`config.mk`:
```
export PLATFORM = sky130hd
export DESIGN_NAME = multi_car_elevator_dispatch_unit
export DESIGN_NICKNAME = d
export VERILOG_FILES = /design/src/design/mced_pkg.sv /design/src/design/mced_list_ram.sv /design/src/design/multi_car_elevator_dispatch_unit.sv
export SDC_FILE = /design/constraint.sdc
export NUM_CORES = 1
export LEC_CHECK = 0
export BUFFER_PORTS_ARGS = -buffer_cell sky130_fd_sc_hd__buf_2
export CORE_MARGIN = 1
export CORE_UTILIZATION = 60
export DETAILED_ROUTE_END_ITERATION = 10
export GPL_ROUTABILITY_DRIVEN = 0
export GPL_TIMING_DRIVEN = 0
export PLACE_DENSITY = 0.83
export SKIP_CTS_REPAIR_TIMING = 1
export SLEW_MARGIN = 25
export SYNTH_ARGS = -nofsm -noshare
export SYNTH_HDL_FRONTEND = slang
export SYNTH_SLANG_ARGS = --single-unit
```
`constraint.sdc`:
```
create_clock -name clk -period 31 [get_ports clk]
set_clock_uncertainty 0.05 [all_clocks]
set_input_delay 3.1 -clock clk [delete_from_list [all_inputs] [get_ports clk]]
set_output_delay 3.1 -clock clk [all_outputs]
set_load 0.02 [all_outputs]
```
`src/design/mced_pkg.sv`:
```
// Shared types and constants for the multi-car elevator dispatcher.
`default_nettype none
package mced_pkg;
  localparam int MaxCars   = 4;
  localparam int CallDepth = 16;
  localparam int RideDepth = 16;
  localparam int TopFloor  = 15;
  localparam int CarW      = $clog2(MaxCars);
  localparam int CallAw    = $clog2(CallDepth);
  localparam int RideAw    = $clog2(RideDepth);
  localparam int CallCw    = $clog2(CallDepth + 1);
  localparam int RideCw    = $clog2(RideDepth + 1);
  localparam logic [31:0] MoveCost = 32'd3;

  localparam logic [1:0] CMD_TICK = 2'd0;
  localparam logic [1:0] CMD_DOWN = 2'd1;
  localparam logic [1:0] CMD_UP   = 2'd2;

  localparam logic [2:0] REG_CAR_COUNT = 3'd0;
  localparam logic [2:0] REG_START_0   = 3'd1;
  localparam logic [2:0] REG_START_3   = 3'd4;

  typedef struct packed {
    logic [1:0] command;
    logic [3:0] call_floor;
    logic [3:0] rider_floor_down;
    logic [3:0] rider_floor_up;
  } in_item_t;

  typedef struct packed {
    logic [3:0]  car0_floor;
    logic [3:0]  car1_floor;
    logic [3:0]  car2_floor;
    logic [3:0]  car3_floor;
    logic [31:0] travel_time;
    logic [4:0]  rides_pending;
    logic [4:0]  down_pending;
    logic [4:0]  up_pending;
    logic [1:0]  boarded;
    logic        alighted;
    logic        dropped;
    logic        any_pending;
  } out_item_t;

  function automatic logic [3:0] clamp_floor(input logic [3:0] v);
    logic [3:0] r;
    r = v;
    if (v == 4'd0) r = 4'd1;
    else if (32'(v) > TopFloor) r = 4'(TopFloor);
    return r;
  endfunction
endpackage
`default_nettype wire

```
`src/design/mced_list_ram.sv`:
```
// Synchronous one-read one-write RAM for call lists and the ride queue.
`default_nettype none
module mced_list_ram #(
  parameter int Depth = 16,
  parameter int Width = 4
) (
  input  wire logic                     clk,
  input  wire logic                     we,
  input  wire logic [$clog2(Depth)-1:0] waddr,
  input  wire logic [Width-1:0]         wdata,
  input  wire logic [$clog2(Depth)-1:0] raddr,
  output logic      [Width-1:0]         rdata
);
  logic [Width-1:0] mem [Depth];

  always_ff @(posedge clk) begin
    if (we) mem[waddr] <= wdata;
    rdata <= mem[raddr];
  end
endmodule
`default_nettype wire

```
`src/design/multi_car_elevator_dispatch_unit.sv`:
```
// Top level of the multi-car elevator dispatcher.
`default_nettype none
// Handles one item at a time. A hall call is inserted into its sorted list by
// shifting larger entries up one RAM word at a time (read, then write). A tick
// reads the head of the ride queue or of both call lists and compares car
// positions combinationally; removing a head entry shifts the rest of that
// list down one entry at a time, again by a read and then a write. The result
// is held in an output register, and the next item is accepted once that
// result is taken, at the earliest in the same cycle. No clearing pass after
// reset.
module multi_car_elevator_dispatch_unit (
  input  wire logic               clk,
  input  wire logic               rst_n,
  input  wire logic               in_valid,
  output logic                    in_stall,
  input  wire mced_pkg::in_item_t in_data,
  output logic                    out_valid,
  input  wire logic               out_stall,
  output mced_pkg::out_item_t     out_data,
  input  wire logic               cfg_we,
  input  wire logic [2:0]         cfg_index,
  input  wire logic [3:0]         cfg_data
);
  import mced_pkg::*;

  localparam logic [3:0] S_IDLE   = 4'd0;
  localparam logic [3:0] S_INSRD  = 4'd1;  // read list[pos-1]
  localparam logic [3:0] S_INSCK  = 4'd2;  // compare, shift or place
  localparam logic [3:0] S_RIDERD = 4'd3;
  localparam logic [3:0] S_RIDEEX = 4'd4;
  localparam logic [3:0] S_HEADRD = 4'd5;  // read head of current list
  localparam logic [3:0] S_HEADEX = 4'd6;
  localparam logic [3:0] S_RMRD   = 4'd7;  // read entry idx+1
  localparam logic [3:0] S_RMWR   = 4'd8;  // write entry idx
  localparam logic [3:0] S_DONE   = 4'd9;

  logic [3:0] state_r, state_nxt;
  in_item_t   item_r, item_nxt;
  logic [2:0] car_count_r, car_count_nxt;
  logic [3:0] start_r [4];
  logic [3:0] start_nxt [4];
  logic [3:0] car_r [MaxCars];
  logic [3:0] car_nxt [MaxCars];
  logic [CallCw-1:0] dcnt_r, dcnt_nxt, ucnt_r, ucnt_nxt;
  logic [RideCw-1:0] rcnt_r, rcnt_nxt;
  logic [31:0] time_r, time_nxt;
  logic [RideCw-1:0] pos_r, pos_nxt;   // wide enough for both kinds of list
  logic [1:0] list_r, list_nxt;        // 0 down, 1 up, 2 ride
  logic       uphase_r, uphase_nxt;    // tick: up list still to serve
  logic [1:0] boarded_r, boarded_nxt;
  logic       alight_r, alight_nxt, drop_r, drop_nxt;
  logic       ovalid_r, ovalid_nxt;
  out_item_t  odata_r, odata_nxt;

  logic              d_we, u_we, r_we;
  logic [CallAw-1:0] c_waddr, c_raddr;
  logic [RideAw-1:0] r_waddr, r_raddr;
  logic [3:0]        c_wdata, d_rdata, u_rdata;
  logic [3:0]        r_wfloor;
  logic [CarW-1:0]   r_wcar;
  logic [4+CarW-1:0] r_rdata;

  mced_list_ram #(.Depth(CallDepth), .Width(4)) u_down (
    .clk, .we(d_we), .waddr(c_waddr), .wdata(c_wdata), .raddr(c_raddr), .rdata(d_rdata));
  mced_list_ram #(.Depth(CallDepth), .Width(4)) u_up (
    .clk, .we(u_we), .waddr(c_waddr), .wdata(c_wdata), .raddr(c_raddr), .rdata(u_rdata));
  mced_list_ram #(.Depth(RideDepth), .Width(4 + CarW)) u_ride (
    .clk, .we(r_we), .waddr(r_waddr), .wdata({r_wfloor, r_wcar}), .raddr(r_raddr),
    .rdata(r_rdata));

  logic [2:0] active;
  logic [3:0] head, target;
  logic [CallCw-1:0] cnt_sel;
  logic [CallCw-1:0] in_cnt;
  logic [CarW-1:0] best;
  logic [4:0] bestd, d;
  logic [3:0] cf;
  logic       accept;

  assign in_stall  = (state_r != S_IDLE) || (ovalid_r && out_stall);
  assign accept    = in_valid && !in_stall;
  assign out_valid = ovalid_r;
  assign out_data  = odata_r;
  assign in_cnt    = (in_data.command == CMD_DOWN) ? dcnt_r : ucnt_r;

  always_comb begin
    active = (car_count_r == 3'd0) ? 3'd1 :
             (32'(car_count_r) > MaxCars) ? 3'(MaxCars) : car_count_r;
    head    = (list_r == 2'd0) ? d_rdata : u_rdata;
    cnt_sel = (list_r == 2'd0) ? dcnt_r : ucnt_r;
    best  = '0;
    bestd = 5'd31;
    for (int i = 0; i < MaxCars; i++) begin
      d = (car_r[i] > head) ? 5'(car_r[i] - head) : 5'(head - car_r[i]);
      if (3'(i) < active && d < bestd) begin
        bestd = d;
        best  = CarW'(i);
      end
    end
  end

  always_comb begin
    state_nxt = state_r; item_nxt = item_r; car_count_nxt = car_count_r;
    start_nxt = start_r; car_nxt = car_r; dcnt_nxt = dcnt_r; ucnt_nxt = ucnt_r;
    rcnt_nxt = rcnt_r; time_nxt = time_r; pos_nxt = pos_r; list_nxt = list_r;
    uphase_nxt = uphase_r; boarded_nxt = boarded_r; alight_nxt = alight_r;
    drop_nxt = drop_r; ovalid_nxt = ovalid_r; odata_nxt = odata_r;
    d_we = 1'b0; u_we = 1'b0; r_we = 1'b0;
    c_waddr = '0; c_raddr = '0; c_wdata = '0;
    r_waddr = '0; r_raddr = '0; r_wfloor = '0; r_wcar = '0;
    target = '0; cf = '0;

    if (ovalid_r && !out_stall) ovalid_nxt = 1'b0;

    if (cfg_we) begin
      if (cfg_index == REG_CAR_COUNT) car_count_nxt = cfg_data[2:0];
      else if (cfg_index >= REG_START_0 && cfg_index <= REG_START_3) begin
        start_nxt[2'(cfg_index - REG_START_0)] = clamp_floor(cfg_data);
        if (32'(cfg_index - REG_START_0) < MaxCars)
          car_nxt[CarW'(cfg_index - REG_START_0)] = clamp_floor(cfg_data);
      end
    end

    unique case (state_r)
      S_IDLE: begin
        if (accept) begin
          item_nxt = in_data;
          boarded_nxt = '0; alight_nxt = 1'b0; drop_nxt = 1'b0; uphase_nxt = 1'b0;
          if (in_data.command == CMD_DOWN || in_data.command == CMD_UP) begin
            list_nxt = (in_data.command == CMD_DOWN) ? 2'd0 : 2'd1;
            if (32'(in_cnt) >= CallDepth) begin
              drop_nxt = 1'b1;
              state_nxt = S_DONE;
            end else begin
              pos_nxt = RideCw'(in_cnt);
              if (in_data.command == CMD_DOWN) dcnt_nxt = dcnt_r + 1'b1;
              else ucnt_nxt = ucnt_r + 1'b1;
              state_nxt = S_INSRD;
            end
          end else if (in_data.command == CMD_TICK) begin
            if (rcnt_r != '0) state_nxt = S_RIDERD;
            else begin
              list_nxt = 2'd0;
              state_nxt = S_HEADRD;
            end
          end else begin
            state_nxt = S_DONE;
          end
        end
      end
      S_INSRD: begin
        cf = clamp_floor(item_r.call_floor);
        if (pos_r == '0) begin
          c_waddr = '0; c_wdata = cf;
          d_we = (list_r == 2'd0); u_we = (list_r == 2'd1);
          state_nxt = S_DONE;
        end else begin
          c_raddr = CallAw'(pos_r - 1'b1);
          state_nxt = S_INSCK;
        end
      end
      S_INSCK: begin
        cf = clamp_floor(item_r.call_floor);
        c_waddr = CallAw'(pos_r);
        d_we = (list_r == 2'd0); u_we = (list_r == 2'd1);
        if (head > cf) begin
          c_wdata = head;
          pos_nxt = pos_r - 1'b1;
          state_nxt = S_INSRD;
        end else begin
          c_wdata = cf;
          state_nxt = S_DONE;
        end
      end
      S_RIDERD: begin
        r_raddr = '0;
        state_nxt = S_RIDEEX;
      end
      S_RIDEEX: begin
        target = r_rdata[4+CarW-1:CarW];
        if (target < car_r[r_rdata[CarW-1:0]]) begin
          car_nxt[r_rdata[CarW-1:0]] = car_r[r_rdata[CarW-1:0]] - 1'b1;
          time_nxt = time_r + MoveCost;
        end else if (target > car_r[r_rdata[CarW-1:0]]) begin
          car_nxt[r_rdata[CarW-1:0]] = car_r[r_rdata[CarW-1:0]] + 1'b1;
          time_nxt = time_r + MoveCost;
        end
        if (car_nxt[r_rdata[CarW-1:0]] == target) begin
          alight_nxt = 1'b1;
          rcnt_nxt = rcnt_r - 1'b1;
          list_nxt = 2'd2;
          pos_nxt = '0;
          state_nxt = S_RMRD;
        end else state_nxt = S_DONE;
      end
      S_HEADRD: begin
        if (cnt_sel == '0) begin
          if (list_r == 2'd0) list_nxt = 2'd1;
          else state_nxt = S_DONE;
        end else begin
          c_raddr = '0;
          state_nxt = S_HEADEX;
        end
      end
      S_HEADEX: begin
        if (head < car_r[best]) begin
          car_nxt[best] = car_r[best] - 1'b1;
          time_nxt = time_r + MoveCost;
        end else if (head > car_r[best]) begin
          car_nxt[best] = car_r[best] + 1'b1;
          time_nxt = time_r + MoveCost;
        end
        if (car_nxt[best] == head) begin
          boarded_nxt = boarded_r + 1'b1;
          if (list_r == 2'd0) dcnt_nxt = dcnt_r - 1'b1;
          else ucnt_nxt = ucnt_r - 1'b1;
          if (32'(rcnt_r) >= RideDepth) drop_nxt = 1'b1;
          else begin
            r_we = 1'b1;
            r_waddr = RideAw'(rcnt_r);
            r_wfloor = clamp_floor((list_r == 2'd0) ? item_r.rider_floor_down
                                                    : item_r.rider_floor_up);
            r_wcar = best;
            rcnt_nxt = rcnt_r + 1'b1;
          end
          uphase_nxt = (list_r == 2'd0);
          pos_nxt = '0;
          state_nxt = S_RMRD;
        end else if (list_r == 2'd0) begin
          list_nxt = 2'd1;
          state_nxt = S_HEADRD;
        end else state_nxt = S_DONE;
      end
      S_RMRD: begin
        // shift entries down over the removed head; counts already updated
        if ((list_r == 2'd2 && pos_r >= rcnt_r) ||
            (list_r == 2'd0 && pos_r >= RideCw'(dcnt_r)) ||
            (list_r == 2'd1 && pos_r >= RideCw'(ucnt_r))) begin
          if (uphase_r) begin
            uphase_nxt = 1'b0;
            list_nxt = 2'd1;
            state_nxt = S_HEADRD;
          end else state_nxt = S_DONE;
        end else begin
          c_raddr = CallAw'(pos_r + 1'b1);
          r_raddr = RideAw'(pos_r + 1'b1);
          state_nxt = S_RMWR;
        end
      end
      S_RMWR: begin
        c_waddr = CallAw'(pos_r); c_wdata = head;
        r_waddr = RideAw'(pos_r);
        r_wfloor = r_rdata[4+CarW-1:CarW]; r_wcar = r_rdata[CarW-1:0];
        d_we = (list_r == 2'd0); u_we = (list_r == 2'd1); r_we = (list_r == 2'd2);
        pos_nxt = pos_r + 1'b1;
        state_nxt = S_RMRD;
      end
      S_DONE: begin
        if (!ovalid_r || !out_stall) begin
          ovalid_nxt = 1'b1;
          odata_nxt.car0_floor = car_r[0];
          odata_nxt.car1_floor = car_r[1];
          odata_nxt.car2_floor = car_r[2];
          odata_nxt.car3_floor = car_r[3];
          odata_nxt.travel_time = time_r;
          odata_nxt.rides_pending = 5'(rcnt_r);
          odata_nxt.down_pending = 5'(dcnt_r);
          odata_nxt.up_pending = 5'(ucnt_r);
          odata_nxt.boarded = boarded_r;
          odata_nxt.alighted = alight_r;
          odata_nxt.dropped = drop_r;
          odata_nxt.any_pending = (rcnt_r != '0) || (dcnt_r != '0) || (ucnt_r != '0);
          state_nxt = S_IDLE;
        end
      end
      default: state_nxt = S_IDLE;
    endcase
  end

  always_ff @(posedge clk) begin
    if (!rst_n) begin
      state_r <= S_IDLE; car_count_r <= 3'd1;
      for (int i = 0; i < 4; i++) start_r[i] <= 4'd1;
      for (int i = 0; i < MaxCars; i++) car_r[i] <= 4'd1;
      dcnt_r <= '0; ucnt_r <= '0; rcnt_r <= '0; time_r <= '0; ovalid_r <= 1'b0;
      uphase_r <= 1'b0;
    end else begin
      state_r <= state_nxt; car_count_r <= car_count_nxt; start_r <= start_nxt;
      car_r <= car_nxt; dcnt_r <= dcnt_nxt; ucnt_r <= ucnt_nxt; rcnt_r <= rcnt_nxt;
      time_r <= time_nxt; ovalid_r <= ovalid_nxt; uphase_r <= uphase_nxt;
    end
    item_r <= item_nxt; pos_r <= pos_nxt; list_r <= list_nxt;
    boarded_r <= boarded_nxt; alight_r <= alight_nxt; drop_r <= drop_nxt;
    odata_r <= odata_nxt;
  end
endmodule
`default_nettype wire

```
==> impl_metrics.tcl <==
set metrics [dict create \
    min_path_type "flop to flop" \
    cp-start-kind "flop" \
    avgSynthCellArea_sq_um 11.3 \
    post_drt_wl_per_cell_microns 22.7 \
    grt_start_max_net_pins 33 \
    dpl.cell_count 2453 \
    path_max_fanout 11 \
    vias 17100 \
    ys_seq_elements 401 \
    synth_simple_gate_area_share_pct 14.4 \
    synth-async-reset-ratio_pct 0 \
    vdd_ir_drop_max_uv 107 \
    p_total_mw 2.69 \
    drcViolationCount 0 \
    grt_usage_pct 31.7 \
    finalWorstSetupSlack_ns 13.39 \
    dp_slack_ns 13.72 \
    yosysTopAreaCellShare_pct 44.1 \
    synth_common_cells "edfxtp_1, nand2_1, nor2_1" \
    ys.flop_type "edfxtp_1" \
    max_stage_delay_ns 0.98 \
    first_iter_violations 2520 \
    fin_cells 2528 \
    cts.sinks 401 \
    max_slew.worst_pin.slew_ns 1.03 \
    drive_gt1_share_pct 12.7 \
    final_nets 2160 \
    synthAdderAreaFrac_pct 5.67 \
    placementRows 68 \
    die_w_microns 191 \
    worstSetupEndpointType "flop" \
    yosys.area.top_type "edfxtp_1" \
    yosysMostFrequentCell "edfxtp_1" \
    cp_top_family "compound AO/OA/AOI/OAI gates" \
    crit_path_top_delay_cell "a2111oi_0" \
    path_clk_slew_ns 0.06 \
    antenna_found_initial 0 \
    final_core_util_pct 69.1 \
    cts_buffers 41 \
    ant_nets 0 \
    synthMuxAreaShare_pct 8.70 \
    die_area_sq_mm 0.0365 \
    start_util_pct 61.5 \
    hpwl_microns 40800 \
    cp_data_arrival_time_ns 17.81 \
    synth_compound_area_share_pct 13.5 \
    multi_input_area_sq_mm 0.00969 \
    hold_viol 0 \
    syn_to_final_growth_pct 12.4 \
    core_sq_mm 0.0349 \
    yosys-top-cells-area "edfxtp_1, dfxtp_1, ha_1" \
    relSlewSlack_pct 29.2 \
    synth_cell_types 92 \
    grt_overflow 0 \
    clockBufferDepth 3 \
    fp.dieH_microns 191 \
    cts_root_buf "clkbuf_16" \
    dr.pass1.iters 7 \
    synth_cells 1898 \
    seqCellArea_sq_mm 0.0112 \
    io_pins 96 \
    max_freq_mhz 56.8 \
    netlist_area_sq_mm 0.0214 \
    crit_type "flop to flop" \
    min_period_ns 17.61 \
    htreeDepth 2 \
    cts_tree "done" \
    totalWireLength_microns 57500 \
    dpl_cell_area_sq_mm 0.0226 \
    port_buffers 94 \
    clock_latency_ns 0.57 \
    tns_ns 0 \
    maxCapViolations 0 \
    cp_num_buf_inv 9 \
    drt-vias-per-instance 6.78 \
    cp_data_required_time_ns 31.20 \
    setup_viol 0 \
    insertedDiodeCount 0 \
    rsz0062_at_grt "no" \
    power_leakage_nw 8.86 \
    pwr_density_cell_mw_per_mm2 112 \
    finalMaxSlewViolations 0 \
    status "finished clean" \
    hold_ws_ns 0.399 \
    yosysSeqAreaShare_pct 52.1 \
    grt_pass1_vias 16400 \
    n_fill_cell 2451 \
    synth_top_family_by_area "simple AND/OR/NAND/NOR gates" \
    yosys_warnings 0 \
    grt_pass1_wl_microns 88900 \
    synth_xor_area_share_pct 2.53 \
    fin_area_sq_mm 0.0241 \
    post-route-period-util_pct 56.8 \
    synth.net_count 2017 \
    synth_edf_count 315 \
]
[final cells by class]
| type | instances | share of cell area, % |
|---|---|---|
| sequential | 401 | 46.4 |
| tap | 455 | 2.36 |
| inverter | 82 | 1.29 |
| buffer | 86 | 1.45 |
| clock buffer | 54 | 4.76 |
| timing repair buffer | 100 | 2.38 |
| clock inverter | 21 | 1.12 |
| multi-input combinational | 1329 | 40.2 |
[report_power, final]
group          switching, mW  internal (mW)
registers             0.0294          0.651
logic                  0.960          0.527
clock network          0.208          0.312
[worst paths after layout]
path         startpoint                 to  slack (ns)  cells past startpoint
max           list_r[0]  u_ride.mem[15][4]       13.39                     51
max reg2reg   list_r[0]  u_ride.mem[15][4]       13.39                     51
min reg2reg    alight_r        out_data[2]        0.40                      0
min            alight_r        out_data[2]        0.40                      0
[logic make-up (layout without fill, tap and decap cells)]
family,after synthesis,in the layout
xor gates and xnor gates,62,62
adders and majority gates,93,93
and+or+nand+nor,622,622
AOI/OAI and AO/OA,418,418
muxes,134,134
buffers and inverters,168,343
DFF,401,401
[layout by cell type, fill, tap and decap left out, types with 77 or more instances in the layout]
cell and n:
o21ai_0 79, edfxtp_1 315, nor2_1 119, clkbuf_1 82
a21oi_1 84, inv_1 77, mux2i_1 84, buf_2 101
dfxtp_1 86, nand2_1 187, ha_1 86
[flip-flops by register name, summed over array words and instances, names as in the netlist, 4 cells and up]
register      count
u_ride.mem       96
out_data         68
u_down.mem       64
u_up.mem         64
time_r           32
car_r            16
item_r           12
u_ride.rdata      6
dcnt_r            5
pos_r             5
rcnt_r            5
ucnt_r            5
state_r           4
u_down.rdata      4
u_up.rdata        4
[per-layer routing]
layer / wire (microns) / track usage [%] / vias to the layer above
met3: 6190 / 6.99 / 271
met1: 21200 / 40.2 / 8210
met2: 27000 / 50.9 / 1154
met5: 0 / 0 / -
li1: - / - / 7513
met4: 3160 / 16.4 / 0
(Power assumes the default switching activity.)
